## src/sv/rtc_pkg.sv

```systemverilog
// Shared types, constants and codes of the RTD temperature classifier.
// No dependencies; every other file but rtc_if.sv imports this package.
package rtc_pkg;

  localparam int TEMP_LIMIT_C      = 800;
  localparam int ADC_FULL_SCALE_MV = 4096;
  localparam int TEMP_MAX_CENTI    = TEMP_LIMIT_C * 100;

  // converter code to microvolts: code * UV_SCALE / 2^15
  localparam logic [22:0] UV_SCALE = 23'(ADC_FULL_SCALE_MV * 1000);
  localparam int MIN_SENSOR_UV     = 10000;

  // Callendar-Van Dusen coefficients, A * 1e7 and |B| * 1e10
  localparam longint CVD_A      = 39083;
  localparam longint CVD_B      = 5775;
  localparam longint CVD_A2     = CVD_A * CVD_A;
  localparam longint CVD_4B     = 400 * CVD_B;
  localparam longint CVD_A_Q16  = CVD_A * 65536;

  // temperature scaling: T = floor((SCALE_MUL * x + SCALE_BIAS) / (CVD_B * 2^12))
  localparam longint SCALE_MUL  = 3125;
  localparam longint SCALE_BIAS = CVD_B * 2048;
  localparam int     SCALE_SHR  = 12;

  // datapath widths
  localparam int RES_DEN_W = 22;
  localparam int RES_Q_W   = 32;
  localparam int R0_W      = 14;
  localparam int DR_W      = 54;
  localparam int DR_NUM_W  = DR_W + 32;
  localparam int SQ_IN_W   = 64;
  localparam int SQ_W      = 32;

  // quotient clamp window, wide enough that the offset cannot pull a value back in
  localparam int     OFF_W   = 11;
  localparam int     OFF_SPAN = 2 ** (OFF_W - 1);
  localparam int     Q_LO    = -OFF_SPAN;
  localparam longint M_LO    = longint'(Q_LO) * CVD_B;
  localparam longint M_HI    = (longint'(TEMP_MAX_CENTI + OFF_SPAN) + 1) * CVD_B - 1;
  localparam int     MP_W    = $clog2(M_HI - M_LO + 1);
  localparam int     QE_W    = $clog2((M_HI - M_LO) / CVD_B + 1);
  localparam int     RECIP_SHIFT = 42;
  localparam longint RECIP_K = (longint'(1) << RECIP_SHIFT) / CVD_B;
  localparam int     RECIP_W = $clog2(RECIP_K + 1);

  // classification bounds, hundredths of a degree
  localparam int CLS_MODERATE = 2800;
  localparam int CLS_WARNING  = 5000;
  localparam int CLS_CRITICAL = 7200;
  localparam int CLS_HIGH     = 8000;
  localparam int CLS_VHIGH    = 10000;

  typedef enum logic [2:0] {
    CFG_SUPPLY = 3'd0,
    CFG_RFIX   = 3'd1,
    CFG_R0     = 3'd2,
    CFG_OFFSET = 3'd3,
    CFG_BDIV   = 3'd4
  } cfg_idx_t;

  typedef enum logic [2:0] {
    STS_LOW       = 3'd0,
    STS_MODERATE  = 3'd1,
    STS_WARNING   = 3'd2,
    STS_CRITICAL  = 3'd3,
    STS_HIGH      = 3'd4,
    STS_VERY_HIGH = 3'd5
  } status_t;

  typedef enum logic [2:0] {
    SST_NORMAL     = 3'd0,
    SST_INCREASING = 3'd1,
    SST_CRITICAL   = 3'd2,
    SST_HIGH       = 3'd3,
    SST_VERY_HIGH  = 3'd4
  } state_t;

  typedef struct packed {
    logic [21:0]        supply;
    logic [19:0]        rfix;
    logic [R0_W-1:0]    r0;
    logic signed [10:0] offset;
    logic [4:0]         bdiv;
  } cfg_t;

  // data that rides along the cell chains
  typedef struct packed {
    logic signed [22:0] suv;
    logic signed [25:0] buv;
    logic               ok;
    logic               sat;
    logic [31:0]        rc;
  } side_t;

endpackage

```

## src/sv/rtc_div_cell.sv

```systemverilog
// One restoring-division cell: shifts in one dividend bit, yields one quotient bit.
// Depends on rtc_pkg (side_t).
module rtc_div_cell import rtc_pkg::*; #(
  parameter int DW = 22,
  parameter int NW = 32,
  parameter int QW = 32
) (
  input  logic          clk,
  input  logic          rst_n,
  input  logic          en,
  input  logic          v_i,
  input  logic [DW-1:0] den_i,
  input  logic [DW-1:0] rem_i,
  input  logic [NW-1:0] num_i,
  input  logic [QW-1:0] q_i,
  input  side_t         side_i,
  output logic          v_o,
  output logic [DW-1:0] den_o,
  output logic [DW-1:0] rem_o,
  output logic [NW-1:0] num_o,
  output logic [QW-1:0] q_o,
  output side_t         side_o
);

  logic [DW:0]   trial;
  logic          ge;
  logic [DW-1:0] rem_nxt;
  logic          v_r;
  logic [DW-1:0] den_r, rem_r;
  logic [NW-1:0] num_r;
  logic [QW-1:0] q_r;
  side_t         side_r;

  assign trial   = {rem_i, num_i[NW-1]};
  assign ge      = trial >= {1'b0, den_i};
  assign rem_nxt = ge ? DW'(trial - {1'b0, den_i}) : trial[DW-1:0];

  always_ff @(posedge clk) begin
    if (!rst_n) begin
      v_r <= 1'b0;
    end else if (en) begin
      v_r <= v_i;
    end
  end

  always_ff @(posedge clk) begin
    if (en) begin
      den_r  <= den_i;
      rem_r  <= rem_nxt;
      num_r  <= {num_i[NW-2:0], 1'b0};
      q_r    <= {q_i[QW-2:0], ge};
      side_r <= side_i;
    end
  end

  assign v_o    = v_r;
  assign den_o  = den_r;
  assign rem_o  = rem_r;
  assign num_o  = num_r;
  assign q_o    = q_r;
  assign side_o = side_r;

endmodule

```

## config.mk

```make
export PLATFORM = sky130hd
export DESIGN_NAME = rtc_div_cell
export DESIGN_NICKNAME = d
export VERILOG_FILES = /design/src/sv/rtc_pkg.sv /design/src/sv/rtc_div_cell.sv
export SDC_FILE = /design/constraint.sdc
export NUM_CORES = 1
export LEC_CHECK = 0
export BUFFER_PORTS_ARGS = -buffer_cell sky130_fd_sc_hd__buf_4
export CAP_MARGIN = 20
export CORE_ASPECT_RATIO = 0.7
export CORE_MARGIN = 4
export CORE_UTILIZATION = 41
export CTS_CLUSTER_SIZE = 30
export DETAILED_ROUTE_END_ITERATION = 10
export MAX_ROUTING_LAYER = met4
export PLACE_DENSITY = 0.77
export SYNTH_ARGS = -nofsm -noshare
export SYNTH_HDL_FRONTEND = slang
export SYNTH_SLANG_ARGS = --single-unit
```

## constraint.sdc

```tcl
create_clock -name clk -period 2.45 [get_ports clk]
set_clock_uncertainty 0.15 [all_clocks]
set_input_delay 0 -clock clk [delete_from_list [all_inputs] [get_ports clk]]
set_output_delay 0 -clock clk [all_outputs]
set_load 0.02 [all_outputs]
```

---- Word level (Yosys, flattened, before mapping) ----
Index checks and enable logic that the tools add are counted.
storage, ports and cells
  register bits after elaboration ......... 191
  bits of input ports ..................... 195
  output and inout port bits .............. 192
  word-level logic and storage cells ...... 13
operators by class
  add/sub/neg operators ................... 1
  order comparisons ....................... 1
  muxes and demuxes ....................... 1
operators with widths
  cell              count
  $ge A23 B22 Y1    1
  $mux W22          1
  $sub A22 B22 Y22  1

---- Depth between registers and ports, before layout ----
  word-level depth ........................ 2
  depth in mapped cells ................... 11
  mapped depth without buffers ............ 10

---- Worst setup path before layout ----
No wires, ideal clock.
  path type ............................... input -> register
  start point ............................. in den_i[14]
  end point ............................... reg rem_r[10] (netlist: rem_o[10]), data pin
  library setup time ...................... 260 ps
  arrival time ............................ 2,083 ps
  required time ........................... 2,040 ps
  setup slack ............................. -44 ps
  cell stages on the path ................. 11
  path buffers ............................ 3
  path through ............................ inv_1 ha_1 buf_2 and4_1 nand4_1 a211o_1 a2111o_1 and2_4 buf_6 buf_12 mux2_4
on the way
  word-level cells in the longest chain between the ends .. 2
ends and longest elaborated chain
  element                 RTL line            text
  start: declaration      rtc_div_cell.sv:12  input logic [DW-1:0] den_i,
  $ge A23 B22 Y1          rtc_div_cell.sv:35  assign ge = trial >= {1'b0, den_i};
  $mux W22                rtc_div_cell.sv:36  assign rem_nxt = ge ? DW'(trial - {1'b0, den_i}) : trial[DW-1:0];
  named net rem_nxt[10]   rtc_div_cell.sv:27  logic [DW-1:0] rem_nxt;
  end signal: assignment  rtc_div_cell.sv:49  rem_r <= rem_nxt;
  end: declaration        rtc_div_cell.sv:29  logic [DW-1:0] den_r, rem_r;
The timed path passes the listed nets, and every way through them passes these cells.
A chain may end at the register's enable or synchronous reset.

---- Worst setup path in the final report ----
  start point ............................. in rem_i[0]
  end point ............................... reg rem_r[14] (netlist: rem_o[14]), data pin
on the way
  word-level cells in the longest chain between the ends .. 2
  elaborated cells on any way between the ends .. 3
  classes of those cells .................. add/sub (1); order compare (1); mux (1)
ends and longest elaborated chain
  element                                                    RTL line                                text
  start: declaration                                         rtc_div_cell.sv:13                      input logic [DW-1:0] rem_i,
  $sub A22 B22 Y22 / $ge A23 B22 Y1 (equally long branches)  rtc_div_cell.sv:36, rtc_div_cell.sv:35
  $mux W22 *                                                 rtc_div_cell.sv:36
  named net rem_nxt[14]                                      rtc_div_cell.sv:27
The timed path passes the listed nets; every way through them passes the cells marked *.

==> results.md <==
- Area grow syn2layout: 82.0%
- Min-Delay Path Class: input pin to flip-flop
- Most common cell after layout, fill and taps aside: buf_4
- Synth Register Bits: about 190
- Hold path start: rem_i[2]
- Pleak: ~6 nW
- Via Count: between 6000 and 7000
- Root Buffer: clkbuf_16
- Core area: approximately 0.018 sq mm
- First-pass GRT wire length: roughly 40000 microns
- Mapped Cells: 436
- CTS max path bufs: 2
- Clk Latency, worst-skew pair: around 430 ps
- Actual slew at the worst max-slew pin: 538 ps
- Number of routed nets with antenna violations: 0
- Max rail drop VDD: approximately 0.36 mV
- CTS tree: yes
- Crit end category: flip-flop
- Row Count: 41
- Io pins: 387
- Input/output buffers: approximately 380
- Syn_nets: between 600 and 700
- First DRT Iteration DRCs: 517
- Status: completed
- Total GRT Usage: 27.3%
- Routed len/inst: 21.3 microns
- CTS Sinks: 191
- CTS buffer count: 17
- Largest net degree at the start of global routing: 61
- Initial antenna violation count: 1
- Total routed wirelength: about 28000 microns
- Final Slew Violations: 0
- Die Y: around 120 microns
- Htree depth: 4
- Final net count: about 1300
- Fin Hold WS: ~57 ps
- Maximum clock rate: 425 MHz
- Synthesized area: roughly 0.0075 sq mm
- Share of layout cells above drive strength 1: between 40% and 50%
- Dpl hpwl: about 18000 microns
- Minimum clock period: roughly 2400 ps
- Reg clk slew, reported paths: ~70 ps
- Final period util: a little over nine tenths
- Sequential-to-total area share from yosys stat: approximately three quarters
- Die Area: roughly 0.021 sq mm
- Residual DRC: 0
- Reg2reg path depth: 3
- Post-synth top flop: edfxtp_1
- FFs w/ async S/R, synth: 0%
- DRT Pass-1 Iters: 5
- Slew margin rel.: 64.1%
- Synth unique cells: 56
- Setup violators final: 0
- Avg Vias per Cell: roughly 5.0
- CP Data Arrival Time: ~2400 ps
- Placed Instances: 1096
- Final hold viol count: 0
- Commonest cells after routing, fill and taps aside: buf_4, dlygate4sd3_1, edfxtp_1
- Crit Path Category: input pin to flip-flop
- Number of global-route vias before repair: 7022
- Reg-to-reg endpoint: v_o
- Yosys warns: 0
- Hold EP: rem_o[3]
- CP startpoint kind: input pin
- Starting Density: roughly two fifths
- CP required: between 2000 and 2500 ps
- Gr ovfl total: 0
- RSZ-0062 raised after global routing: false
- Die X: approximately 170 microns
- Cell Pwr Density: ~650 mW/mm^2
- Routability congestion estimate: 0.891
- Reg2reg start: v_o
- Final std cells w/o fill: around 1300
- Total of max-cap violations: 0
- Crit-path max FO: 2
- Hold path depth: 4
- Post-synth EDFFs: 190
- Reg2reg setup slack: 1160 ps
- Syn_area_per_cell: 17.2 sq um
[cell families after synthesis]
| kind of cell | Yosys count | share of synthesized area (%) |
|---|---|---|
| AOI/OAI and AO/OA | 73 | 6.21 |
| other | 1 | 0.0501 |
| adders and majority gates | 23 | 3.95 |
| muxes | 21 | 3.86 |
| buffers and inverters | 39 | 2.48 |
| xor gates and xnor gates | 15 | 1.76 |
| DFF | 191 | 76.5 |
| and+or+nand+nor | 73 | 5.17 |
[state kept, by name, indices dropped and copies added (netlist names)]
signal / cells
side_o: 83
q_o: 32
num_o: 31
den_o: 22
rem_o: 22
v_o: 1
[worst max-delay path, cell delays in order]
cell and delay [ps]:
buf_4 120, dlygate4sd3_1 550, buf_4 140, fa_1 410, nand3_1 120, buf_4 120
a211oi_1 110, nor3b_2 270, o21bai_1 120, xor2_1 160, mux2_4 270
[timing repair]
item	4_1_cts	5_1_grt
hold buffers	193	0
hold endpoints to repair	208	0
resized for setup	0	8
setup buffers	0	0
endpoints found under the setup margin	0	21
[final cells by class]
cell class | instances | area [sq um]
fillers | 1063 | 4340
flip-flops and latches | 191 | 5730
well taps | 236 | 295
multi-input cells | 208 | 1650
clock inverters | 14 | 169
repair buffers | 627 | 5230
clock buffers | 17 | 425
inverters | 29 | 111
diodes | 1 | 2.50
[stage by stage]
stage	setup WS, ps	utilization (%)	instance area [sq um]	total power, mW	setup TNS, ps
after floorplan	2.54	-	7540	4.88	0
after global placement	-13.6	61.6	11100	5.80	-223
after detailed placement	-79.6	61.6	11100	5.85	-1360
after CTS	10.0	75.6	13600	8.82	0
after global routing	3.44	75.8	13600	9.20	0
final	97.7	75.8	13600	8.88	0
[worst max path at each step]
stage               slack (ps)        end  cells past startpoint       from
floorplan                    3  rem_o[10]                     11  den_i[14]
global placement           -10  rem_o[12]                      9   den_i[8]
detailed placement         -80   rem_o[9]                      9   den_i[8]
CTS                         10   rem_o[1]                      9  rem_i[16]
global route                 3  rem_o[18]                     11   rem_i[0]
finish                     100  rem_o[14]                     11   rem_i[0]
[cells in the mapped netlist (all sizes together), types with 7 or more instances]
master / number / area, sq um
a21oi: 25 / 125
buf: 7 / 65.1
edfxtp: 190 / 5710
ha: 22 / 275
inv: 29 / 109
mux2: 18 / 259
nand2: 22 / 82.6
nor2: 11 / 41.3
o21ai: 15 / 75.1
xnor2: 8 / 70.1
xor2: 7 / 61.3
[where the power goes]
group	switching, mW	internal, mW	total [mW]
Sequential	0.102	3.93	4.03
Combinational	1.02	1.06	2.08
Clock	1.40	1.37	2.77
[metal layers]
metal | part of all wire [%] | track usage, % | vias up
li1 | - | - | 2963
met1 | 36 | 29.8 | 3181
met2 | 51 | 47.4 | 343
met3 | 8.0 | 7.33 | 77
met4 | 4.3 | 11.9 | 0
met5 | 0 | - | -
Note: power is estimated with default switching activity, not from simulation.
