$ cat src/sv/rtc_pkg.sv
// Shared types, constants and codes of the RTD temperature classifier.
// No dependencies; every other file but rtc_if.sv imports this package.
package rtc_pkg;

  localparam int TEMP_LIMIT_C      = 800;
  localparam int ADC_FULL_SCALE_MV = 4096;
  localparam int TEMP_MAX_CENTI    = TEMP_LIMIT_C * 100;

  // converter code to microvolts: code * UV_SCALE / 2^15
  localparam logic [22:0] UV_SCALE = 23'(ADC_FULL_SCALE_MV * 1000);
  localparam int MIN_SENSOR_UV     = 10000;

  // Callendar-Van Dusen coefficients, A * 1e7 and |B| * 1e10
  localparam longint CVD_A      = 39083;
  localparam longint CVD_B      = 5775;
  localparam longint CVD_A2     = CVD_A * CVD_A;
  localparam longint CVD_4B     = 400 * CVD_B;
  localparam longint CVD_A_Q16  = CVD_A * 65536;

  // temperature scaling: T = floor((SCALE_MUL * x + SCALE_BIAS) / (CVD_B * 2^12))
  localparam longint SCALE_MUL  = 3125;
  localparam longint SCALE_BIAS = CVD_B * 2048;
  localparam int     SCALE_SHR  = 12;

  // datapath widths
  localparam int RES_DEN_W = 22;
  localparam int RES_Q_W   = 32;
  localparam int R0_W      = 14;
  localparam int DR_W      = 54;
  localparam int DR_NUM_W  = DR_W + 32;
  localparam int SQ_IN_W   = 64;
  localparam int SQ_W      = 32;

  // quotient clamp window, wide enough that the offset cannot pull a value back in
  localparam int     OFF_W   = 11;
  localparam int     OFF_SPAN = 2 ** (OFF_W - 1);
  localparam int     Q_LO    = -OFF_SPAN;
  localparam longint M_LO    = longint'(Q_LO) * CVD_B;
  localparam longint M_HI    = (longint'(TEMP_MAX_CENTI + OFF_SPAN) + 1) * CVD_B - 1;
  localparam int     MP_W    = $clog2(M_HI - M_LO + 1);
  localparam int     QE_W    = $clog2((M_HI - M_LO) / CVD_B + 1);
  localparam int     RECIP_SHIFT = 42;
  localparam longint RECIP_K = (longint'(1) << RECIP_SHIFT) / CVD_B;
  localparam int     RECIP_W = $clog2(RECIP_K + 1);

  // classification bounds, hundredths of a degree
  localparam int CLS_MODERATE = 2800;
  localparam int CLS_WARNING  = 5000;
  localparam int CLS_CRITICAL = 7200;
  localparam int CLS_HIGH     = 8000;
  localparam int CLS_VHIGH    = 10000;

  typedef enum logic [2:0] {
    CFG_SUPPLY = 3'd0,
    CFG_RFIX   = 3'd1,
    CFG_R0     = 3'd2,
    CFG_OFFSET = 3'd3,
    CFG_BDIV   = 3'd4
  } cfg_idx_t;

  typedef enum logic [2:0] {
    STS_LOW       = 3'd0,
    STS_MODERATE  = 3'd1,
    STS_WARNING   = 3'd2,
    STS_CRITICAL  = 3'd3,
    STS_HIGH      = 3'd4,
    STS_VERY_HIGH = 3'd5
  } status_t;

  typedef enum logic [2:0] {
    SST_NORMAL     = 3'd0,
    SST_INCREASING = 3'd1,
    SST_CRITICAL   = 3'd2,
    SST_HIGH       = 3'd3,
    SST_VERY_HIGH  = 3'd4
  } state_t;

  typedef struct packed {
    logic [21:0]        supply;
    logic [19:0]        rfix;
    logic [R0_W-1:0]    r0;
    logic signed [10:0] offset;
    logic [4:0]         bdiv;
  } cfg_t;

  // data that rides along the cell chains
  typedef struct packed {
    logic signed [22:0] suv;
    logic signed [25:0] buv;
    logic               ok;
    logic               sat;
    logic [31:0]        rc;
  } side_t;

endpackage

$ cat src/sv/rtc_sqrt_cell.sv
// One digit-by-digit square root cell: consumes two radicand bits, yields one root bit.
// Depends on rtc_pkg (side_t).
module rtc_sqrt_cell import rtc_pkg::*; #(
  parameter int RW = 32
) (
  input  logic            clk,
  input  logic            rst_n,
  input  logic            en,
  input  logic            v_i,
  input  logic [2*RW-1:0] rad_i,
  input  logic [RW:0]     rem_i,
  input  logic [RW-1:0]   root_i,
  input  side_t           side_i,
  output logic            v_o,
  output logic [2*RW-1:0] rad_o,
  output logic [RW:0]     rem_o,
  output logic [RW-1:0]   root_o,
  output side_t           side_o
);

  logic [RW+2:0]   trial;
  logic [RW+1:0]   test;
  logic            ge;
  logic [RW:0]     rem_nxt;
  logic            v_r;
  logic [2*RW-1:0] rad_r;
  logic [RW:0]     rem_r;
  logic [RW-1:0]   root_r;
  side_t           side_r;

  assign trial   = {rem_i, rad_i[2*RW-1 -: 2]};
  assign test    = {root_i, 2'b01};
  assign ge      = trial >= {1'b0, test};
  assign rem_nxt = ge ? (RW+1)'(trial - {1'b0, test}) : trial[RW:0];

  always_ff @(posedge clk) begin
    if (!rst_n) begin
      v_r <= 1'b0;
    end else if (en) begin
      v_r <= v_i;
    end
  end

  always_ff @(posedge clk) begin
    if (en) begin
      rad_r  <= {rad_i[2*RW-3:0], 2'b00};
      rem_r  <= rem_nxt;
      root_r <= {root_i[RW-2:0], ge};
      side_r <= side_i;
    end
  end

  assign v_o    = v_r;
  assign rad_o  = rad_r;
  assign rem_o  = rem_r;
  assign root_o = root_r;
  assign side_o = side_r;

endmodule

$ cat config.mk
export PLATFORM = sky130hd
export DESIGN_NAME = rtc_sqrt_cell
export DESIGN_NICKNAME = d
export VERILOG_FILES = /design/src/sv/rtc_pkg.sv /design/src/sv/rtc_sqrt_cell.sv
export SDC_FILE = /design/constraint.sdc
export NUM_CORES = 1
export LEC_CHECK = 0
export ABC_AREA = 1
export BUFFER_PORTS_ARGS = -buffer_cell sky130_fd_sc_hd__buf_4
export CORE_MARGIN = 5
export CORE_UTILIZATION = 30
export CTS_BUF_LIST = sky130_fd_sc_hd__clkbuf_16
export DETAILED_ROUTE_END_ITERATION = 8
export SYNTH_ARGS = -nofsm -noshare
export SYNTH_HDL_FRONTEND = slang
export SYNTH_SLANG_ARGS = --single-unit
$ cat constraint.sdc
create_clock -name clk -period 2.2 [get_ports clk]
set_input_delay 0.44 -clock clk [delete_from_list [all_inputs] [get_ports clk]]
set_output_delay 0.44 -clock clk [all_outputs]
set_load 0.05 [all_outputs]
# Yosys cells after proc, flatten, opt, wreduce, memory -nomap -nowiden
# Cells that the tools add are included.
dict set report op_classes {
  order_cmp 1
  add_sub_neg 1
  muxes 1
}
# cell n
set op_table {}
lappend op_table {{$ge A35 B34 Y1} 1}
lappend op_table {{$mux W33} 1}
lappend op_table {{$sub A33 B33 Y33} 1}
dict set report word_totals {
  register_bits 211
  out_inout_bits 213
}

# Logic depth before layout (Yosys ltp)
dict set report logic_depth {
  word_depth 2
  mapped_depth 16
  depth_no_buf 15
}

# Worst setup path after synthesis
# No wires, ideal clock.
dict set report synth_timing {
  path_type {in2reg}
  start {input root_i[14]}
  end {register rem_r[31], in the netlist rem_o[31], data pin}
  n_path_buf 1
  setup_time_ps 253
  arrival_time_ps 1760
  stages 14
  path_slack_ps 187
  cell_sequence {inv_1 -> ha_1 -> nand2_1 -> inv_2 -> nand2_2 -> nor2_2 -> nand4_1 -> nand3_1 -> nand2_2 -> nand2_4 -> inv_4 -> buf_6 -> nand2_1 -> nand2_1}
}
dict set report synth_between {
  elab_chain_len 2
  word_cells_on_any_way 3
}
# element line
set synth_lines {}
lappend synth_lines {{start: declaration} rtc_sqrt_cell.sv:12} ;# input logic [RW-1:0] root_i,
lappend synth_lines {{$sub A33 B33 Y33 or $ge A35 B34 Y1 (tied branches)} {rtc_sqrt_cell.sv:34, rtc_sqrt_cell.sv:33}}
lappend synth_lines {{$mux W33 (*)} rtc_sqrt_cell.sv:34} ;# assign rem_nxt = ge ? (RW+1)'(trial - {1'b0, test}) : trial[RW:0];
lappend synth_lines {{net rem_nxt[31]} rtc_sqrt_cell.sv:24} ;# logic [RW:0] rem_nxt;
lappend synth_lines {{end signal: assignment} rtc_sqrt_cell.sv:47} ;# rem_r <= rem_nxt;
lappend synth_lines {{end: declaration} rtc_sqrt_cell.sv:27} ;# logic [RW:0] rem_r;
# The timed path passes the listed nets; every way through them passes the cells marked *.
# A chain may end at the register's enable or synchronous reset.

# Worst setup path after layout
dict set report layout_timing {
  start {input root_i[19]}
  end {register rem_r[20], in the netlist rem_o[20], data pin}
}
dict set report layout_between {
  elab_chain_len 2
}
# element line
set layout_lines {}
lappend layout_lines {{$ge A35 B34 Y1} rtc_sqrt_cell.sv:33} ;# assign ge = trial >= {1'b0, test};
lappend layout_lines {{$mux W33} rtc_sqrt_cell.sv:34}
lappend layout_lines {{net rem_nxt[20]} rtc_sqrt_cell.sv:24}
# The timed path passes the listed nets, and every way through them passes these cells.

==> impl_metrics.py <==
metrics = {
    "sta": {
        "fmax_mhz": 524.1,
        "fin_crit_ns": 1.908,
        "skew_ns": 0,
        "setup_viol": 0,
        "rsz0062_at_grt": "no",
        "hold_viol": 0,
        "fin_ws_ns": 0.2920,
        "slew_violations": 0,
        "finalCritPeriodShare": 0.8673,
    },
    "route": {
        "vias_per_cell": 4.246,
        "final_antenna_net_count": 0,
        "first_pass_iters": 4,
        "wl_um": 31680,
        "remaining_drc_errors": 0,
        "vias": 7894,
        "first_iter_violations": 285,
        "routedWlPerCell_um": 17.04,
    },
    "final_layout": {
        "final_util": 0.4669,
        "drive_gt1_frac": 0.3926,
        "instances_no_fill": 1859,
        "layout.nets": 1689,
        "diodes": 0,
        "syn_to_final_growth_pct": 54.21,
        "final_area_mm2": 0.01470,
    },
    "placed_design": {
        "place.gp.congestion": 0.8802,
        "dp_hpwl_um": 26030,
        "dp.cells": 1815,
        "numPortBuffers": 426,
        "placed_area_mm2": 0.01393,
        "pre_cts_ws_ns": -0.2612,
    },
    "grt": {
        "grt_max_degree": 53,
        "grt_first_pass_wirelength_um": 47240,
        "grt_usage": 0.1698,
        "antenna_found_initial": 0,
        "grt_pass1_vias": 8020,
        "grt_overflow": 0,
    },
    "synth": {
        "synthCells": 901,
        "synth_edf_count": 210,
        "synth-compound-area-share": 0.01497,
        "syn_area_per_cell_um2": 10.58,
        "synth.area.mux_share": 0,
        "yosysWarnings": 0,
        "synth_area_leaders": "edfxtp_1 66%, nand2_1 13%, inv_1 5.9%, ha_1 4.5%, nand3_1 2.0%",
        "yosys.area_share.simple": 0.1922,
        "synth_top_area_cell": "edfxtp_1",
        "synth_xor_area_frac": 0.01287,
        "synth_top_family_by_area": "simple AND/OR/NAND/NOR gates",
        "yosysMostFrequentCell": "nand2_1",
        "ys_types": 28,
        "synth_top_area_share": 0.6617,
        "synthTopCellsByCount": "327 x nand2_1, 210 x edfxtp_1, 149 x inv_1, 39 x nand3_1, 38 x nor2_1",
        "synth_ff_type": "edfxtp_1",
        "synth_fa_ha_area_frac": 0.04464,
        "ys_seq_area_frac": 0.6638,
        "ys_seq_elements": 211,
        "async_flop_share": 0,
        "syn-cell-area_mm2": 0.009530,
    },
    "die": {
        "coreArea_mm2": 0.03147,
        "die-height_um": 188.2,
        "dieArea_mm2": 0.03543,
        "rows": 65,
        "start_util": 0.3028,
        "ios": 429,
        "die_w_um": 188.2,
    },
    "cts": {
        "post-cts-setup-buffers": 0,
        "cts.sinks": 211,
        "cts_tree": "done",
        "hold_buffers": 0,
        "cts_max_level": 1,
        "cts_root_buffer": "clkbuf_16",
        "clock_latency_ns": 0.50,
        "cts.reportedPaths.clkPinSlew_ns": 0.06,
        "ctsLongestPathBuffers": 3,
        "cts.repair.resized": 0,
        "cts_buffers": 24,
    },
    "setup_path": {
        "crit_type": "in -> reg",
        "cp-end-kind": "flop",
        "arrival_ns": 2.17,
        "cp_max_fo": 32,
        "cp-start-kind": "input pin",
        "crit_required_ns": 2.47,
    },
    "pwr": {
        "peakVddDrop_uv": 486.2,
        "seqPwrFrac": 0.407,
        "power.switching_mw": 3.907,
        "pwr-share-clk": 0.318,
        "p_leak_nw": 7.227,
        "combPwrFrac": 0.276,
        "power.internal_mw": 8.274,
        "swShare": 0.3207,
        "powerDensity_mw_per_mm2": 828.8,
    },
    "job": {
        "max_cap_violations": 0,
    },
    "min_path": {
        "min_path_type": "in -> reg",
    },
    "status": {
        "outcome": "finished clean",
    },
}
-- metal layers --
layer	global-route usage	wire length [um]	vias to the layer above
met2	0.3203	16460	259
met1	0.1852	11680	3596
met3	0.05409	2769	39
met5	0	0	-
met4	0.03896	770	0
li1	-	-	4000
-- path summary, 6_finish.rpt --
| path | from | endpoint | slack, ns | depth (start not counted) |
|---|---|---|---|---|
| worst min-delay path | side_i[27] | side_o[27]$_DFFE_PP_ | 0.1 | 1 |
| worst max register to register | v_o$_SDFFE_PN0P_ | v_o$_SDFFE_PN0P_ | 1.57 | 2 |
| worst min register to register | v_o$_SDFFE_PN0P_ | v_o$_SDFFE_PN0P_ | 0.55 | 2 |
| worst max-delay path | root_i[19] | rem_o[20]$_DFFE_PP_ | 0.29 | 14 |
-- area by class of cell --
| cell class | count | area (um2) |
|---|---|---|
| fillers | 2959 | 16780 |
| flip-flops and latches | 211 | 6326 |
| repair buffers | 519 | 3965 |
| multi-input cells | 522 | 2530 |
| clock buffers | 25 | 625.6 |
| inverters | 161 | 606.8 |
| well taps | 402 | 503.0 |
| clock inverters | 19 | 140.1 |
-- per-stage QoR --
step	total power, mW	hold WS, ns	TNS [ns]
2_1_floorplan	6.994	0.5335	0
3_3_place_gp	8.398	0.5296	-6.377
3_5_place_dp	8.431	0.5350	-7.814
4_1_cts	12.37	0.06750	0
5_1_grt	12.73	0.07061	0
6_report	12.18	0.09980	0
-- kinds of logic after synthesis --
kind of cell | after synthesis
AOI/OAI and AO/OA | 27
xor gates and xnor gates | 14
and+or+nand+nor | 445
DFF | 211
other | 1
adders and majority gates | 34
buffers and inverters | 169
-- cell usage in the layout (no fill, tap or decap) --
cell type,synthesis,final
or2_2,1,1
buf_12,0,5
conb_1,1,2
nor2_1,38,38
edfxtp_1,210,210
nand3_1,39,39
clkinv_2,0,1
a21oi_1,22,22
o21ai_1,1,1
inv_1,149,156
bufinv_16,0,2
nor3_1,9,9
clkbuf_16,0,25
o21ai_0,2,2
a21o_1,1,1
nand3b_1,10,10
nand2_1,327,327
and3_1,1,1
nand2_2,2,2
clkinv_4,0,1
nand4_1,4,4
nor2_2,5,5
clkbuf_8,0,1
nand3_2,1,1
dfxtp_1,1,1
and2_1,7,7
inv_4,1,1
clkinv_1,0,6
buf_4,5,513
ha_1,34,34
nand2_4,1,1
inv_6,0,2
o211a_1,1,1
inv_2,11,11
xor2_1,14,14
-- flip-flops by register name, summed over array words and instances (netlist names) --
register and flops:
side_o 83, rad_o 62, rem_o 33, root_o 32, v_o 1
-- power groups by stage --
stage	registers, mW	clock network [mW]	logic [mW]
floorplan	6.31	0	0.685
global placement	5.03	0	3.37
detailed placement	5.04	0	3.39
CTS	4.96	4.01	3.40
global route	4.99	4.16	3.58
finish	4.95	3.87	3.36
-- worst max-delay path: stages --
cell and delay [ns]:
buf_4 0.08, inv_1 0.04, ha_1 0.34, nand2_1 0.09, nor2_1 0.25, nand2_1 0.12
nor2_1 0.16, nand2_1 0.09, nand3_2 0.07, nor2_2 0.05, nand2_4 0.11, inv_4 0.14
nand2_1 0.12, nand2_1 0.06
Note: power is estimated with default switching activity, not from simulation.
