<file path="src/sv/rtc_pkg.sv">
// Shared types, constants and codes of the RTD temperature classifier.
// No dependencies; every other file but rtc_if.sv imports this package.
package rtc_pkg;

  localparam int TEMP_LIMIT_C      = 800;
  localparam int ADC_FULL_SCALE_MV = 4096;
  localparam int TEMP_MAX_CENTI    = TEMP_LIMIT_C * 100;

  // converter code to microvolts: code * UV_SCALE / 2^15
  localparam logic [22:0] UV_SCALE = 23'(ADC_FULL_SCALE_MV * 1000);
  localparam int MIN_SENSOR_UV     = 10000;

  // Callendar-Van Dusen coefficients, A * 1e7 and |B| * 1e10
  localparam longint CVD_A      = 39083;
  localparam longint CVD_B      = 5775;
  localparam longint CVD_A2     = CVD_A * CVD_A;
  localparam longint CVD_4B     = 400 * CVD_B;
  localparam longint CVD_A_Q16  = CVD_A * 65536;

  // temperature scaling: T = floor((SCALE_MUL * x + SCALE_BIAS) / (CVD_B * 2^12))
  localparam longint SCALE_MUL  = 3125;
  localparam longint SCALE_BIAS = CVD_B * 2048;
  localparam int     SCALE_SHR  = 12;

  // datapath widths
  localparam int RES_DEN_W = 22;
  localparam int RES_Q_W   = 32;
  localparam int R0_W      = 14;
  localparam int DR_W      = 54;
  localparam int DR_NUM_W  = DR_W + 32;
  localparam int SQ_IN_W   = 64;
  localparam int SQ_W      = 32;

  // quotient clamp window, wide enough that the offset cannot pull a value back in
  localparam int     OFF_W   = 11;
  localparam int     OFF_SPAN = 2 ** (OFF_W - 1);
  localparam int     Q_LO    = -OFF_SPAN;
  localparam longint M_LO    = longint'(Q_LO) * CVD_B;
  localparam longint M_HI    = (longint'(TEMP_MAX_CENTI + OFF_SPAN) + 1) * CVD_B - 1;
  localparam int     MP_W    = $clog2(M_HI - M_LO + 1);
  localparam int     QE_W    = $clog2((M_HI - M_LO) / CVD_B + 1);
  localparam int     RECIP_SHIFT = 42;
  localparam longint RECIP_K = (longint'(1) << RECIP_SHIFT) / CVD_B;
  localparam int     RECIP_W = $clog2(RECIP_K + 1);

  // classification bounds, hundredths of a degree
  localparam int CLS_MODERATE = 2800;
  localparam int CLS_WARNING  = 5000;
  localparam int CLS_CRITICAL = 7200;
  localparam int CLS_HIGH     = 8000;
  localparam int CLS_VHIGH    = 10000;

  typedef enum logic [2:0] {
    CFG_SUPPLY = 3'd0,
    CFG_RFIX   = 3'd1,
    CFG_R0     = 3'd2,
    CFG_OFFSET = 3'd3,
    CFG_BDIV   = 3'd4
  } cfg_idx_t;

  typedef enum logic [2:0] {
    STS_LOW       = 3'd0,
    STS_MODERATE  = 3'd1,
    STS_WARNING   = 3'd2,
    STS_CRITICAL  = 3'd3,
    STS_HIGH      = 3'd4,
    STS_VERY_HIGH = 3'd5
  } status_t;

  typedef enum logic [2:0] {
    SST_NORMAL     = 3'd0,
    SST_INCREASING = 3'd1,
    SST_CRITICAL   = 3'd2,
    SST_HIGH       = 3'd3,
    SST_VERY_HIGH  = 3'd4
  } state_t;

  typedef struct packed {
    logic [21:0]        supply;
    logic [19:0]        rfix;
    logic [R0_W-1:0]    r0;
    logic signed [10:0] offset;
    logic [4:0]         bdiv;
  } cfg_t;

  // data that rides along the cell chains
  typedef struct packed {
    logic signed [22:0] suv;
    logic signed [25:0] buv;
    logic               ok;
    logic               sat;
    logic [31:0]        rc;
  } side_t;

endpackage

</file>
<file path="src/sv/rtc_mid.sv">
// Middle stages: saturated resistance and scaled discriminant D * R0.
// Depends on rtc_pkg; sits between the two division chains.
module rtc_mid import rtc_pkg::*; (
  input  logic                clk,
  input  logic                rst_n,
  input  logic                en,
  input  cfg_t                cfg,
  input  logic                v_i,
  input  logic [RES_Q_W-1:0]  q_i,
  input  side_t               side_i,
  output logic                v_o,
  output logic [R0_W-1:0]     den_o,
  output logic [DR_NUM_W-1:0] num_o,
  output side_t               side_o
);

  localparam logic signed [22:0] Cvd4bS = 23'(CVD_4B);

  logic [31:0]        rc;
  logic [20:0]        r0x100;
  logic signed [33:0] diff;
  logic [44:0]        p1;
  logic signed [56:0] p2;
  side_t              side1;
  logic               m1_v_r;
  logic [44:0]        m1_p1_r;
  logic signed [56:0] m1_p2_r;
  side_t              m1_side_r;

  logic signed [57:0] dr;
  side_t              side2;
  logic               m2_v_r;
  logic [DR_NUM_W-1:0] m2_num_r;
  side_t              m2_side_r;

  assign rc     = side_i.sat ? '1 : q_i;
  assign r0x100 = 21'(cfg.r0) * 21'd100;
  assign diff   = signed'(34'(rc)) - signed'(34'(r0x100));
  assign p1     = 45'(CVD_A2) * 45'(cfg.r0);
  assign p2     = diff * Cvd4bS;

  always_comb begin
    side1    = side_i;
    side1.rc = rc;
  end

  assign dr = signed'({13'b0, m1_p1_r}) - 58'(m1_p2_r);

  always_comb begin
    side2    = m1_side_r;
    side2.ok = m1_side_r.ok && !dr[57];
  end

  always_ff @(posedge clk) begin
    if (!rst_n) begin
      m1_v_r <= 1'b0;
      m2_v_r <= 1'b0;
    end else if (en) begin
      m1_v_r <= v_i;
      m2_v_r <= m1_v_r;
    end
  end

  always_ff @(posedge clk) begin
    if (en) begin
      m1_p1_r   <= p1;
      m1_p2_r   <= p2;
      m1_side_r <= side1;
      // D * R0 with 32 fraction bits appended, divided by R0 in the next chain
      m2_num_r  <= {dr[DR_W-1:0], 32'b0};
      m2_side_r <= side2;
    end
  end

  assign v_o    = m2_v_r;
  assign den_o  = cfg.r0;
  assign num_o  = m2_num_r;
  assign side_o = m2_side_r;

endmodule

</file>
<file path="config.mk">
export PLATFORM = sky130hd
export DESIGN_NAME = rtc_mid
export DESIGN_NICKNAME = d
export VERILOG_FILES = /design/src/sv/rtc_pkg.sv /design/src/sv/rtc_mid.sv
export SDC_FILE = /design/constraint.sdc
export NUM_CORES = 2
export LEC_CHECK = 0
export ABC_AREA = 1
export BUFFER_PORTS_ARGS = -buffer_cell sky130_fd_sc_hd__clkbuf_2
export CAP_MARGIN = 20
export CORE_MARGIN = 2
export CORE_UTILIZATION = 40
export DETAILED_ROUTE_END_ITERATION = 7
export SLEW_MARGIN = 40
export SYNTH_ARGS = -nofsm -noshare
export SYNTH_HDL_FRONTEND = slang
export SYNTH_SLANG_ARGS = --single-unit
</file>
<file path="constraint.sdc">
create_clock -name clk -period 15.1 [get_ports clk]
set_input_delay 3.02 -clock clk [delete_from_list [all_inputs] [get_ports clk]]
set_output_delay 3.02 -clock clk [all_outputs]
set_load 0.02 [all_outputs]
</file>
Yosys cells after proc, flatten, opt, wreduce, memory -nomap -nowiden

Index checks and enable logic that the tools add are counted.

Register bits after elaboration: 319
Output and inout bits: 184
Logic and storage cells: 23

Add/subtract/negate cells: 2
$mul: 3
Muxes and demuxes: 1
Reductions and logical operators: 2

Operators with widths:

| cell                                                                   | number |
|---|---|
| 46-bit by 56-bit subtractor with 57-bit output                         | 1 |
| 33-bit by 19-bit multiplier with 52-bit output (second input constant) | 1 |
| 31-bit by 14-bit multiplier with 45-bit output (first input constant)  | 1 |
| 32-bit by 21-bit subtractor with 33-bit output                         | 1 |
| 32-bit 2-to-1 mux                                                      | 1 |
| 14-bit by 5-bit multiplier with 19-bit output (second input constant)  | 1 |
| 1-bit logical AND                                                      | 1 |
| 1-bit zero test                                                        | 1 |

Longest topological paths before layout

Word-level depth: 3
Gate-level depth with buffers: 53
Mapped depth without buffers: 53

Worst setup path before layout

OpenSTA, ideal clock, no wires.

Kind: input port to flip-flop
Start point: in cfg[19] (netlist name)
End point: reg m1_p2_r[46] (data pin)
Arrival time: 11.081 ns
Data required time: 14.840 ns
Path slack: 3.760 ns
Cell stages on the path: 40
Buffers on the path: 0
Path through: inv_1 -> ha_1 -> inv_1 -> ha_1 -> inv_1 -> fa_1 -> inv_1 -> ha_1 -> a21oi_1 -> nand2_1 -> a31oi_1 -> o21ai_0 -> xnor2_1 -> ha_1 -> nand2_1 -> nor2_1 -> and2_1 -> nand2_1 -> [... 4 more ...] -> fa_1 -> fa_1 -> inv_1 -> fa_1 -> inv_1 -> fa_1 -> fa_1 -> inv_1 -> ha_1 -> nand2_1 -> nor2_1 -> inv_1 -> nor2_1 -> inv_1 -> nor4_1 -> nand3_1 -> nand3_1 -> xor2_1

Cells in the longest elaborated chain, start to end: 3

RTL lines:

| element                                        | RTL line      | source |
|---|---|---|
| start, declared                                | rtc_mid.sv:7  | `input cfg_t cfg,` |
| 14-bit by 5-bit multiplier with 19-bit output  | rtc_mid.sv:37 | `assign r0x100 = 21'(cfg.r0) * 21'd100;` |
| 32-bit by 21-bit subtractor with 33-bit output | rtc_mid.sv:38 | `assign diff = signed'(34'(rc)) - signed'(34'(r0x100));` |
| 33-bit by 19-bit multiplier with 52-bit output | rtc_mid.sv:40 | `assign p2 = diff * Cvd4bS;` |
| named net p2[46]                               | rtc_mid.sv:23 | `logic signed [56:0] p2;` |
| end signal, assigned                           | rtc_mid.sv:67 | `m1_p2_r <= p2;` |
| end, declared                                  | rtc_mid.sv:27 | `logic signed [56:0] m1_p2_r;` |

The timed path passes the listed nets, and every way through them passes these cells.
A chain may end at the register's enable or synchronous reset.

Worst setup path in the final report

Start point: in cfg[21] (netlist name)
End point: reg m1_p2_r[53] (data pin)

The elaborated chain is that of the path after synthesis.

==> implementation parameters <==
Parameter                              Value

Die
  Initial core utilization    40.45%
  Die area    between 0.09 and 0.1 mm^2
  Number of placed I/O pins    ~380
  Die extent in x    306.2 um
  Std-Cell Core Area    0.09029 mm^2
  Chip Height    306.2 um
  Site Rows    110

GRT
  Overall global routing resource usage    21.51%
  First-pass GRT wire length    approximately 160,000 um
  Aggregate global routing overflow    0
  Antenna violations before repair    1
  Largest net degree at the start of global routing    roughly 100
  Number of global-route vias before repair    27,897

Routing
  Detailed-route wire length    99,180 um
  ANT nets after route    0
  DRC    0
  Avg WL per Cell    17.63 um
  Initial DRC count    around 1,600
  Initial DRT Pass Iterations    6
  Via count    about 27,000
  Vias per std cell    4.811

Critical path
  Capturing element type of the critical path    flip-flop
  Start-to-end type of the worst setup path    in2reg
  CP max-delay cell    sky130_fd_sc_hd__ha_1
  Worst Setup Start Kind    input port
  Data required time at the worst endpoint    about 15,000 ps
  Worst Path Arrival    13,350 ps
  Most used cell, CP    sky130_fd_sc_hd__inv_1
  Critical-path maximum fanout    12
  Worst path max stage delay    between 600 and 700 ps

Clock tree
  H-tree depth    2
  Clock tree from TritonCTS    done
  Cts hold-fix bufs    0
  Post CTS Setup Buffer Count    0
  Clock input transition at the sequential cells of the worst setup and hold paths    around 70 ps
  Clock insertion delay at the later pin of the skew report    640 ps
  Number of clock sinks seen by CTS    between 300 and 400
  Root Buffer Master    sky130_fd_sc_hd__clkbuf_16
  Number of buffers inserted during clock tree synthesis    39
  Total of cells resized after clock tree synthesis    0
  Maximum number of buffers from clock root to sink    3

Synth
  Number of synthesized register bits    roughly 320
  Part of the Yosys area used for sequential elements    about a quarter
  Number of enable-type register cells in the synthesized netlist    approximately 320
  Synth unique cells    between 40 and 50
  Cell area after synthesis    0.03652 mm^2
  Total of warnings raised by yosys    0
  Number of instances in the synthesized netlist    4,140
  Synthesized area per cell    around 8.8 um^2
  Share of synthesized flip-flops with an asynchronous set or reset    0%
  Post-synth top flop    sky130_fd_sc_hd__edfxtp_1

STA
  Min cycle time layout    ~13,000 ps
  Setup_tns    0 ps
  Final number of max-transition violations    0
  RSZ-0062 raised after global routing    no
  Final worst-path cycle share    between 80% and 90%
  Worst slew margin    about 45%
  Fmax    about 77 MHz
  Final hold viol count    0
  Number of setup violations in the final report    0
  Transition time at the pin with the least slew margin    825.7 ps
  Fin Clk Skew    a little under 50 ps

Place
  Routability congestion estimate    ~0.95
  Number of placed instances, taps included    roughly 5,600
  Post-DP HPWL    around 86,000 um
  IO Port Bufs    252
  Placed cell areas    ~0.039 mm^2

Layout
  Final instance area    between 0.04 and 0.05 mm^2
  N_diodes    0
  Fraction of layout cells with a size suffix above 1    under 10%
  NumNets Final    between 5,000 and 6,000
  Final Non-Filler Cells    approximately 5,600
  Layout overhead on the synthesized area    10.64%
  Leading cell types in the layout, fill and taps excluded    sky130_fd_sc_hd__inv_1 (1,073), sky130_fd_sc_hd__nand2_1 (650), sky130_fd_sc_hd__ha_1 (464), sky130_fd_sc_hd__fa_1 (391), sky130_fd_sc_hd__nor2_1 (349)
  Commonest non-fill, non-tap cell in the layout    sky130_fd_sc_hd__inv_1

Hold path
  Hold crit path type    reg2reg

Status
  Run status    finished clean

Flow run
  Max_cap viols    0
## per-stage QoR
stage	utilization, %	hold slack, ps	setup WS (ps)
global route	44.75	412.1	1482
finish	44.75	404.0	2141
CTS	44.71	408.1	2149
global placement	43.25	400.2	1538
detailed placement	43.32	404.5	1518
floorplan	-	400.3	3760
## synthesized netlist by cell type, types with 2 or more instances
library cell               number  area share (%)
sky130_fd_sc_hd__nand3_1      146             2.0
sky130_fd_sc_hd__edfxtp_1     316              26
sky130_fd_sc_hd__fa_1         391              21
sky130_fd_sc_hd__buf_4         46            0.95
sky130_fd_sc_hd__xnor2_1       45             1.1
sky130_fd_sc_hd__nor4_1        12            0.21
sky130_fd_sc_hd__nor2_2         7            0.12
sky130_fd_sc_hd__nand4_1       31            0.53
sky130_fd_sc_hd__nand3b_1       2           0.041
sky130_fd_sc_hd__ha_1         464              16
sky130_fd_sc_hd__clkbuf_1       2           0.021
sky130_fd_sc_hd__and3_1         2           0.034
sky130_fd_sc_hd__dfxtp_1        2            0.11
sky130_fd_sc_hd__nand2_1      650             6.7
sky130_fd_sc_hd__o21ai_1        7           0.096
sky130_fd_sc_hd__o21a_1         9            0.19
sky130_fd_sc_hd__o21bai_1      17            0.35
sky130_fd_sc_hd__nor3_1        28            0.38
sky130_fd_sc_hd__a21oi_1      189             2.6
sky130_fd_sc_hd__a31oi_1       12            0.21
sky130_fd_sc_hd__nor2_4         3           0.093
sky130_fd_sc_hd__xor2_1       123             3.0
sky130_fd_sc_hd__nand2_4        5            0.15
sky130_fd_sc_hd__and2_1         3           0.051
sky130_fd_sc_hd__or2_2         21            0.36
sky130_fd_sc_hd__o21ai_0      129             1.8
sky130_fd_sc_hd__nor2_1       349             3.6
sky130_fd_sc_hd__nor4b_1        2           0.048
sky130_fd_sc_hd__inv_2          5           0.051
sky130_fd_sc_hd__inv_1       1073              11
sky130_fd_sc_hd__conb_1         2           0.021
sky130_fd_sc_hd__nand2_2        6            0.10
sky130_fd_sc_hd__a21boi_0      10            0.21
sky130_fd_sc_hd__a21o_1        23            0.47
## layer usage
| metal | track usage (%) | part of all wire [%] | vias to the layer above |
|---|---|---|---|
| met5 | 0 | 0.013 | - |
| met4 | 6.589 | 3.1 | 2 |
| met3 | 2.855 | 4.7 | 152 |
| met2 | 37.12 | 47 | 685 |
| met1 | 28.07 | 45 | 12832 |
| li1 | - | - | 13394 |
## cell families (layout without fill, tap and decap cells)
family | after synthesis | count (layout) | synth area share [%]
adders and majority gates | 855 | 855 | 37.33
other | 2 | 33 | 0.02057
and+or+nand+nor | 1268 | 1268 | 14.41
DFF | 318 | 318 | 26.09
xor gates and xnor gates | 169 | 169 | 4.074
buffers and inverters | 1129 | 1408 | 12.13
AOI/OAI and AO/OA | 399 | 399 | 5.934
## critical path, delay by kind of cell
| family | cells | cell delay (ps) |
|---|---|---|
| AOI/OAI and AO/OA | 9 | 1830 |
| xor gates and xnor gates | 2 | 840 |
| adders and majority gates | 12 | 5540 |
| buffers and inverters | 9 | 1120 |
| and+or+nand+nor | 9 | 960 |
## cell type report
class / instances / area, um^2
repair buffers: 261 / 1370
inverters: 1078 / 4046
well taps: 1176 / 1471
multi-input cells: 2724 / 22730
clock buffers: 43 / 991.0
fillers: 8989 / 49890
flip-flops and latches: 318 / 9529
clock inverters: 26 / 266.5
## sequential cells by signal, indices dropped and copies added (netlist names)
name / count
m1_p1_r: 45
m1_p2_r: 51
m1_side_r: 83
m1_v_r: 1
num_o: 54
side_o: 83
v_o: 1
## final timing paths
path,start,to,slack [ps],cells past startpoint
worst max-delay path,cfg[21],m1_p2_r[53],2140,41
worst min-delay path,m1_side_r[3],side_o[3],400,0
worst max register to register,m1_side_r[0],num_o[68],12110,10
worst min register to register,m1_side_r[3],side_o[3],400,0
Power is not shown: default switching activity piles up to over one toggle a cycle in this logic, so the estimate is an artifact.
