`src/sv/rtc_pkg.sv`:
```
// Shared types, constants and codes of the RTD temperature classifier.
// No dependencies; every other file but rtc_if.sv imports this package.
package rtc_pkg;

  localparam int TEMP_LIMIT_C      = 800;
  localparam int ADC_FULL_SCALE_MV = 4096;
  localparam int TEMP_MAX_CENTI    = TEMP_LIMIT_C * 100;

  // converter code to microvolts: code * UV_SCALE / 2^15
  localparam logic [22:0] UV_SCALE = 23'(ADC_FULL_SCALE_MV * 1000);
  localparam int MIN_SENSOR_UV     = 10000;

  // Callendar-Van Dusen coefficients, A * 1e7 and |B| * 1e10
  localparam longint CVD_A      = 39083;
  localparam longint CVD_B      = 5775;
  localparam longint CVD_A2     = CVD_A * CVD_A;
  localparam longint CVD_4B     = 400 * CVD_B;
  localparam longint CVD_A_Q16  = CVD_A * 65536;

  // temperature scaling: T = floor((SCALE_MUL * x + SCALE_BIAS) / (CVD_B * 2^12))
  localparam longint SCALE_MUL  = 3125;
  localparam longint SCALE_BIAS = CVD_B * 2048;
  localparam int     SCALE_SHR  = 12;

  // datapath widths
  localparam int RES_DEN_W = 22;
  localparam int RES_Q_W   = 32;
  localparam int R0_W      = 14;
  localparam int DR_W      = 54;
  localparam int DR_NUM_W  = DR_W + 32;
  localparam int SQ_IN_W   = 64;
  localparam int SQ_W      = 32;

  // quotient clamp window, wide enough that the offset cannot pull a value back in
  localparam int     OFF_W   = 11;
  localparam int     OFF_SPAN = 2 ** (OFF_W - 1);
  localparam int     Q_LO    = -OFF_SPAN;
  localparam longint M_LO    = longint'(Q_LO) * CVD_B;
  localparam longint M_HI    = (longint'(TEMP_MAX_CENTI + OFF_SPAN) + 1) * CVD_B - 1;
  localparam int     MP_W    = $clog2(M_HI - M_LO + 1);
  localparam int     QE_W    = $clog2((M_HI - M_LO) / CVD_B + 1);
  localparam int     RECIP_SHIFT = 42;
  localparam longint RECIP_K = (longint'(1) << RECIP_SHIFT) / CVD_B;
  localparam int     RECIP_W = $clog2(RECIP_K + 1);

  // classification bounds, hundredths of a degree
  localparam int CLS_MODERATE = 2800;
  localparam int CLS_WARNING  = 5000;
  localparam int CLS_CRITICAL = 7200;
  localparam int CLS_HIGH     = 8000;
  localparam int CLS_VHIGH    = 10000;

  typedef enum logic [2:0] {
    CFG_SUPPLY = 3'd0,
    CFG_RFIX   = 3'd1,
    CFG_R0     = 3'd2,
    CFG_OFFSET = 3'd3,
    CFG_BDIV   = 3'd4
  } cfg_idx_t;

  typedef enum logic [2:0] {
    STS_LOW       = 3'd0,
    STS_MODERATE  = 3'd1,
    STS_WARNING   = 3'd2,
    STS_CRITICAL  = 3'd3,
    STS_HIGH      = 3'd4,
    STS_VERY_HIGH = 3'd5
  } status_t;

  typedef enum logic [2:0] {
    SST_NORMAL     = 3'd0,
    SST_INCREASING = 3'd1,
    SST_CRITICAL   = 3'd2,
    SST_HIGH       = 3'd3,
    SST_VERY_HIGH  = 3'd4
  } state_t;

  typedef struct packed {
    logic [21:0]        supply;
    logic [19:0]        rfix;
    logic [R0_W-1:0]    r0;
    logic signed [10:0] offset;
    logic [4:0]         bdiv;
  } cfg_t;

  // data that rides along the cell chains
  typedef struct packed {
    logic signed [22:0] suv;
    logic signed [25:0] buv;
    logic               ok;
    logic               sat;
    logic [31:0]        rc;
  } side_t;

endpackage

```
`src/sv/rtc_front.sv`:
```
// Front stages: codes to microvolts, range check, divider numerator and denominator.
// Depends on rtc_pkg; feeds the resistance division chain.
module rtc_front import rtc_pkg::*; (
  input  logic                 clk,
  input  logic                 rst_n,
  input  logic                 en,
  input  cfg_t                 cfg,
  input  logic                 v_i,
  input  logic signed [15:0]   sensor_code,
  input  logic signed [15:0]   battery_code,
  output logic                 v_o,
  output logic [RES_DEN_W-1:0] den_o,
  output logic [RES_DEN_W-1:0] rem_o,
  output logic [RES_Q_W-1:0]   num_o,
  output side_t                side_o
);

  localparam logic signed [23:0] UvScaleS = 24'(UV_SCALE);
  localparam logic signed [23:0] MinUv    = 24'(MIN_SENSOR_UV);
  localparam logic signed [29:0] BuvMax   = 30'((1 <<< 25) - 1);
  localparam logic signed [29:0] BuvMin   = -30'(1 <<< 25);
  localparam logic signed [23:0] SuvMax   = 24'((1 <<< 22) - 1);
  localparam logic signed [23:0] SuvMin   = -24'(1 <<< 22);

  // stage 1: raw products
  logic signed [39:0] ps, pb;
  logic               s1_v_r;
  logic signed [39:0] s1_ps_r, s1_pb_r;

  // stage 2: truncated microvolts
  logic signed [39:0] ps_adj, pb_adj;
  logic               s2_v_r;
  logic signed [23:0] s2_suv_r, s2_buv_r;

  // stage 3: range check, scaled battery, resistor product
  logic signed [29:0]  buv_full;
  logic signed [25:0]  buv_cl;
  logic signed [22:0]  suv_cl;
  logic                ok;
  logic [RES_DEN_W-1:0] den;
  logic [41:0]         num;
  logic                s3_v_r;
  logic [41:0]         s3_num_r;
  logic [RES_DEN_W-1:0] s3_den_r;
  side_t               s3_side_r;

  // stage 4: rounding bias and saturation test
  logic [49:0]          numr;
  logic [RES_DEN_W-1:0] hi;
  logic                 sat;
  side_t                side4;
  logic                 s4_v_r;
  logic [RES_DEN_W-1:0] s4_den_r, s4_rem_r;
  logic [RES_Q_W-1:0]   s4_num_r;
  side_t                s4_side_r;

  assign ps = sensor_code * UvScaleS;
  assign pb = battery_code * UvScaleS;

  // truncation toward zero on the divide by 2^15
  assign ps_adj = s1_ps_r + (s1_ps_r[39] ? 40'sd32767 : 40'sd0);
  assign pb_adj = s1_pb_r + (s1_pb_r[39] ? 40'sd32767 : 40'sd0);

  assign buv_full = s2_buv_r * signed'({1'b0, cfg.bdiv});

  always_comb begin
    if (buv_full > BuvMax) begin
      buv_cl = BuvMax[25:0];
    end else if (buv_full < BuvMin) begin
      buv_cl = BuvMin[25:0];
    end else begin
      buv_cl = buv_full[25:0];
    end
    if (s2_suv_r > SuvMax) begin
      suv_cl = SuvMax[22:0];
    end else if (s2_suv_r < SuvMin) begin
      suv_cl = SuvMin[22:0];
    end else begin
      suv_cl = s2_suv_r[22:0];
    end
  end

  assign ok  = (s2_suv_r > MinUv) && (s2_suv_r < signed'({2'b00, cfg.supply}))
               && (cfg.r0 != '0);
  assign den = cfg.supply - s2_suv_r[21:0];
  assign num = 42'(s2_suv_r[21:0]) * 42'(cfg.rfix);

  assign numr = 50'(s3_num_r) * 50'd100 + 50'(s3_den_r[RES_DEN_W-1:1]);
  assign hi   = RES_DEN_W'(numr[49:32]);
  assign sat  = hi >= s3_den_r;

  always_comb begin
    side4     = s3_side_r;
    side4.sat = sat;
  end

  always_ff @(posedge clk) begin
    if (!rst_n) begin
      s1_v_r <= 1'b0;
      s2_v_r <= 1'b0;
      s3_v_r <= 1'b0;
      s4_v_r <= 1'b0;
    end else if (en) begin
      s1_v_r <= v_i;
      s2_v_r <= s1_v_r;
      s3_v_r <= s2_v_r;
      s4_v_r <= s3_v_r;
    end
  end

  always_ff @(posedge clk) begin
    if (en) begin
      s1_ps_r       <= ps;
      s1_pb_r       <= pb;
      s2_suv_r      <= ps_adj[38:15];
      s2_buv_r      <= pb_adj[38:15];
      s3_num_r      <= num;
      s3_den_r      <= den;
      s3_side_r.suv <= suv_cl;
      s3_side_r.buv <= buv_cl;
      s3_side_r.ok  <= ok;
      s3_side_r.sat <= 1'b0;
      s3_side_r.rc  <= '0;
      s4_den_r      <= s3_den_r;
      s4_rem_r      <= sat ? '0 : hi;
      s4_num_r      <= numr[RES_Q_W-1:0];
      s4_side_r     <= side4;
    end
  end

  assign v_o    = s4_v_r;
  assign den_o  = s4_den_r;
  assign rem_o  = s4_rem_r;
  assign num_o  = s4_num_r;
  assign side_o = s4_side_r;

endmodule

```
`config.mk`:
```
export PLATFORM = sky130hd
export DESIGN_NAME = rtc_front
export DESIGN_NICKNAME = d
export VERILOG_FILES = /design/src/sv/rtc_pkg.sv /design/src/sv/rtc_front.sv
export SDC_FILE = /design/constraint.sdc
export NUM_CORES = 2
export LEC_CHECK = 0
export ABC_CLOCK_PERIOD_IN_PS = 11070
export BUFFER_PORTS_ARGS = -buffer_cell sky130_fd_sc_hd__buf_2
export CORE_MARGIN = 5
export CORE_UTILIZATION = 41
export CTS_BUF_LIST = sky130_fd_sc_hd__clkbuf_8 sky130_fd_sc_hd__clkbuf_16
export DETAILED_ROUTE_END_ITERATION = 10
export PLACE_DENSITY = 0.59
export SETUP_SLACK_MARGIN = 0.05
export SYNTH_ARGS = -nofsm -noshare
export SYNTH_HDL_FRONTEND = slang
export SYNTH_SLANG_ARGS = --single-unit
```
`constraint.sdc`:
```
create_clock -name clk -period 11.07 [get_ports clk]
set_input_delay 2.214 -clock clk [delete_from_list [all_inputs] [get_ports clk]]
set_output_delay 2.214 -clock clk [all_outputs]
set_load 0.02 [all_outputs]
```
Word-level counts from Yosys, hierarchy flattened
Cells that the tools add are included.
{"block": "totals", "word_cells": 44, "in_bits": 108, "register_bits": 341, "output_inout_bits": 160}
{"block": "classes", "n_addsub": 4, "reduce_logical": 3, "magnitude_cmp": 7, "mul": 5, "n_mux": 4}
{"op": "$add A39 B16 Y39", "count": 2}
{"op": "$add A49 B21 Y50", "count": 1}
{"op": "$mul A16 B8 Y24 const B", "count": 2}
{"op": "$mul A42 B5 Y47 const B", "count": 1}
{"op": "$mul A22 B20 Y42", "count": 1}
{"op": "$gt A30 B26 Y1 const B", "count": 1}
{"op": "$lt A30 B26 Y1 const B", "count": 1}
{"op": "$mul A24 B6 Y30", "count": 1}
{"op": "$mux W15", "count": 2}
{"op": "$mux W26", "count": 1}
{"op": "$gt A24 B15 Y1 const B", "count": 1}
{"op": "$gt A24 B23 Y1 const B", "count": 1}
{"op": "$lt A24 B23 Y1", "count": 1}
{"op": "$lt A24 B23 Y1 const B", "count": 1}
{"op": "$mux W23", "count": 1}
{"op": "$ge A18 B22 Y1", "count": 1}
{"op": "$sub A22 B22 Y22", "count": 1}
{"op": "$reduce_bool A14 Y1", "count": 1}
{"op": "$logic_and A1 B1 Y1", "count": 2}

Logic depth before layout (Yosys ltp)
{"block": "logic_depth", "ltp_word": 3, "depth_mapped": 37, "depth_no_buf": 36}

Worst setup path after synthesis
OpenSTA, ideal clock, no wires.
{"block": "synth_timing", "path_kind": "in2reg", "from": "in cfg[40] in the netlist's numbering", "to": "reg s3_num_r[40] (data pin)", "stages": 26, "setup_time_ns": 0.276, "arrival_time_ns": 8.853, "path_slack_ns": 1.941, "required_ns": 10.794, "n_path_buf": 1, "path_cell_list": "clkbuf_1 > nand2_1 > fa_1 > inv_1 > fa_1 > inv_1 > fa_1 > inv_1 > fa_1 > inv_1 > fa_1 > inv_1 > fa_1 > fa_1 > ha_1 > a21o_1 > a21o_1 > a221oi_1 > nand2_1 > o21ai_0 > o211ai_1 > nand3_1 > nand4b_1 > a221oi_1 > o311ai_0 > xor2_1"}
{"block": "synth_via", "elab_chain_len": 1}
{"item": "start, declared", "line_no": "rtc_front.sv:7", "rtl": "input cfg_t cfg,"}
{"item": "$mul A22 B20 Y42", "line_no": "rtc_front.sv:86", "rtl": "assign num = 42'(s2_suv_r[21:0]) * 42'(cfg.rfix);"}
{"item": "net num[40]", "line_no": "rtc_front.sv:41", "rtl": "logic [41:0] num;"}
{"item": "end signal, assigned", "line_no": "rtc_front.sv:117", "rtl": "s3_num_r <= num;"}
{"item": "end, declared", "line_no": "rtc_front.sv:43", "rtl": "logic [41:0] s3_num_r;"}
The timed path passes the listed nets, and every way through them passes these cells.
A chain may end at the register's enable or synchronous reset.

Worst setup path after layout
{"block": "layout_timing", "from": "reg s3_num_r[6]", "to": "reg s4_rem_r[17] (netlist: rem_o[17]) (data pin)"}
{"block": "layout_via", "elab_chain_len": 3}
{"item": "$mul A42 B5 Y47", "line_no": "rtc_front.sv:88", "rtl": "assign numr = 50'(s3_num_r) * 50'd100 + 50'(s3_den_r[RES_DEN_W-1:1]);"}
{"item": "$add A49 B21 Y50", "line_no": "rtc_front.sv:88"}
{"item": "net numr[35]", "line_no": "rtc_front.sv:48", "rtl": "logic [49:0] numr;"}
{"item": "$ge A18 B22 Y1", "line_no": "rtc_front.sv:90", "rtl": "assign sat = hi >= s3_den_r;"}
{"item": "end signal, assigned", "line_no": "rtc_front.sv:125", "rtl": "s4_rem_r <= sat ? '0 : hi;"}
{"item": "end, declared", "line_no": "rtc_front.sv:53", "rtl": "logic [RES_DEN_W-1:0] s4_den_r, s4_rem_r;"}
The timed path passes the listed nets, and every way through them passes these cells.

==> flow_summary_export.csv <==
group,metric,value,unit
clocking,cts_inserted_buffers,41,
setup_path,worst_path_max_delay_cell,"nor4_1",
die,ioPinCount,268,
placed_design,place_inst,5835,
yosys,synthArstFlopShare,0,%
die,die_w,335,um
setup_path,cp_data_required_time,11.46,ns
hold_path,hp-start,"s3_side_r[33]",
setup_path,max_stage_delay,0.67,ns
die,core-area,105000,um^2
setup_path,cp-startpoint,"s3_num_r[6]",
clocking,htree_levels,2,
route,avgViaCountPerCell,4.96,
route,drc_errors,0,
sta,tns,0,ns
final_layout,nets,5725,
die,start_util,41.2,%
sta,period_needed,9.14,ns
yosys,synth_seq_cells,335,
hold_path,min_path_type,"reg -> reg",
route,wl_per_cell,16.6,um
final_layout,drive_gt1_share,7.68,%
sta,period_share,82.6,%
clocking,cts-root-buf,"clkbuf_16",
sta,relSlewSlack,22.8,%
clocking,cts.clk_slew.worst_paths,0.06,ns
status,outcome,"finished clean",
yosys,synth_area,43300,um^2
route,routed_wl,98500,um
yosys,synth_cell_types,86,
sta,fmax,109,MHz
setup_path,cp_max_fo,15,
route,via_count,29300,
die,die_y,335,um
clocking,cts_tree,"yes",
setup_path,cp-end-kind,"flop",
final_layout,syn_to_final_growth,8.77,%
yosys,synthesis.instances,4328,
sta,worst_pin_slew,1.16,ns
global_route,first_global_vias,30200,
global_route,grtUsageTotal,17.8,%
route,drtIter0Drc,1427,
yosys,synth_ff_type,"edfxtp_1",
sta,finalWorstSetupSlack,1.93,ns
yosys,synth_seq_area_share,23.1,%
route,first_pass_iters,5,
clocking,cts_resized,0,
clocking,clock_sinks,335,
die,fp-row-count,119,
clocking,hold_buffers,0,
die,fp.dieArea,112000,um^2
setup_path,cp-start-kind,"flop",
global_route,grt_pass1_wl,162000,um
global_route,antenna_found_initial,25,
sta,skew,0.0256,ns
global_route,grt_max_degree,146,
clocking,clk_path_buf_depth,3,
placed_design,portBuffers,220,
yosys,synth_edf_count,331,
setup_path,arrival,9.53,ns
yosys,syn_avg_cell_area,10.0,um^2
placed_design,post-place-ws,1.47,ns
placed_design,place_hpwl,79700,um
final_layout,final_cells,5920,
route,ant_nets,0,
run,drv_cap,0,
clocking,clock_latency,0.60,ns
sta,drv_slew,0,
sta,hold_violations,0,
placed_design,gp_congestion,0.864,
clocking,postCtsSetupBuffers,0,
setup_path,critPathKind,"reg -> reg",
final_layout,utilization,44.8,%
sta,setup_violations,0,
yosys,yosysWarnings,0,
setup_path,r2r_start,"s3_num_r[6]",
sta,rsz0062_at_grt,"no",
global_route,grt_remaining_overflow,0,
## through the flow
stage	area (um^2)	hold slack (ns)
after floorplan	43400	0.400
after global placement	45700	0.401
after detailed placement	45700	0.405
after CTS	47100	0.412
after global routing	47100	0.420
final	47100	0.414
## path summary, 6_finish.rpt
path | endpoint | slack [ns] | cells after the start
min reg2reg | side_o[33] | 0.41 | 0
max | rem_o[17] | 1.93 | 33
min | side_o[33] | 0.41 | 0
max reg2reg | rem_o[17] | 1.93 | 33
## cells in the mapped netlist, types with 20 or more instances
cell	n	area [um^2]
and3_1	21	131
o21a_1	45	338
a21oi_1	144	721
o21ai_0	110	551
nand3_1	49	245
inv_1	834	3130
nand2_1	459	1720
xnor2_1	124	1090
o31ai_1	20	150
nor2b_1	26	163
a21o_1	98	736
fa_1	587	11800
xor2_1	54	473
nand2b_1	22	138
or3_1	23	144
ha_1	543	6790
nor3_1	50	250
and2_1	226	1410
buf_4	38	285
nor2_1	146	548
o21bai_1	22	165
edfxtp_1	331	9940
clkbuf_1	119	447
## flip-flops by register name, indices dropped and copies added (netlist names), 18 cells and up
register,flops
den_o,22
num_o,30
rem_o,18
s1_pb_r,24
s1_ps_r,24
s2_buv_r,24
s2_suv_r,24
s3_den_r,22
s3_num_r,42
s3_side_r,50
side_o,51
## cell type report
| type | instances | area, um^2 |
|---|---|---|
| Fill cell | 10200 | 58000 |
| Multi-Input combinational cell | 3029 | 29500 |
| Antenna cell | 13 | 32.5 |
| Clock inverter | 30 | 277 |
| Tap cell | 1391 | 1740 |
| Inverter | 834 | 3130 |
| Clock buffer | 42 | 1050 |
| Timing Repair Buffer | 246 | 1320 |
| Sequential cell | 335 | 10000 |
## placed cells by master (no fill, tap or decap), drive strengths merged, types with 9 or more instances in the layout
cell | Yosys | routed
and2 | 228 | 228
a2111oi | 9 | 9
xor2 | 54 | 54
a211oi | 23 | 23
nor2b | 27 | 27
nor3 | 50 | 50
diode | 0 | 13
o21ai | 116 | 116
buf | 45 | 246
o211ai | 17 | 17
nand2 | 459 | 459
nor4 | 16 | 16
a31oi | 18 | 18
o21bai | 22 | 22
fa | 587 | 587
inv | 834 | 846
clkinv | 0 | 15
nor2 | 146 | 146
o31ai | 20 | 20
or4 | 12 | 12
o21a | 45 | 45
nand3 | 50 | 50
or2 | 11 | 11
edfxtp | 331 | 331
a21o | 99 | 99
nand2b | 22 | 22
ha | 543 | 543
xnor2 | 124 | 124
and3 | 21 | 21
or3 | 24 | 24
a211o | 9 | 9
conb | 1 | 36
clkbuf | 120 | 42
nand4 | 18 | 18
a21oi | 144 | 144
## cells by family (layout without fill, tap and decap cells)
family	Yosys count	in the layout	synth area share (%)
AOI/OAI and AO/OA	578	578	8.87
xor gates and xnor gates	178	178	3.60
adders and majority gates	1130	1130	42.8
buffers and inverters	999	1152	9.01
DFF	335	335	23.1
muxes	8	8	0.185
other	1	49	0.00866
and+or+nand+nor	1099	1099	12.3
## per-layer routing
metal	global-route usage (%)	wire length, um
met1	26.3	48100
met2	26.4	40800
met3	4.55	7080
met4	4.26	2440
met5	0	98
## worst max-delay path, delay by kind of cell, from the launching register on
kind                     cells  cell delay [ns]
AND/OR/NAND/NOR              8             2.28
AO/OA/AOI/OAI               15             3.54
flip-flops                   1             0.47
adder cells (fa/ha/maj)      6             2.16
XOR/XNOR                     2             0.42
buffers and inverters        2             0.08
Power is not shown: default switching activity piles up to over one toggle a cycle in this logic, so the estimate is an artifact.
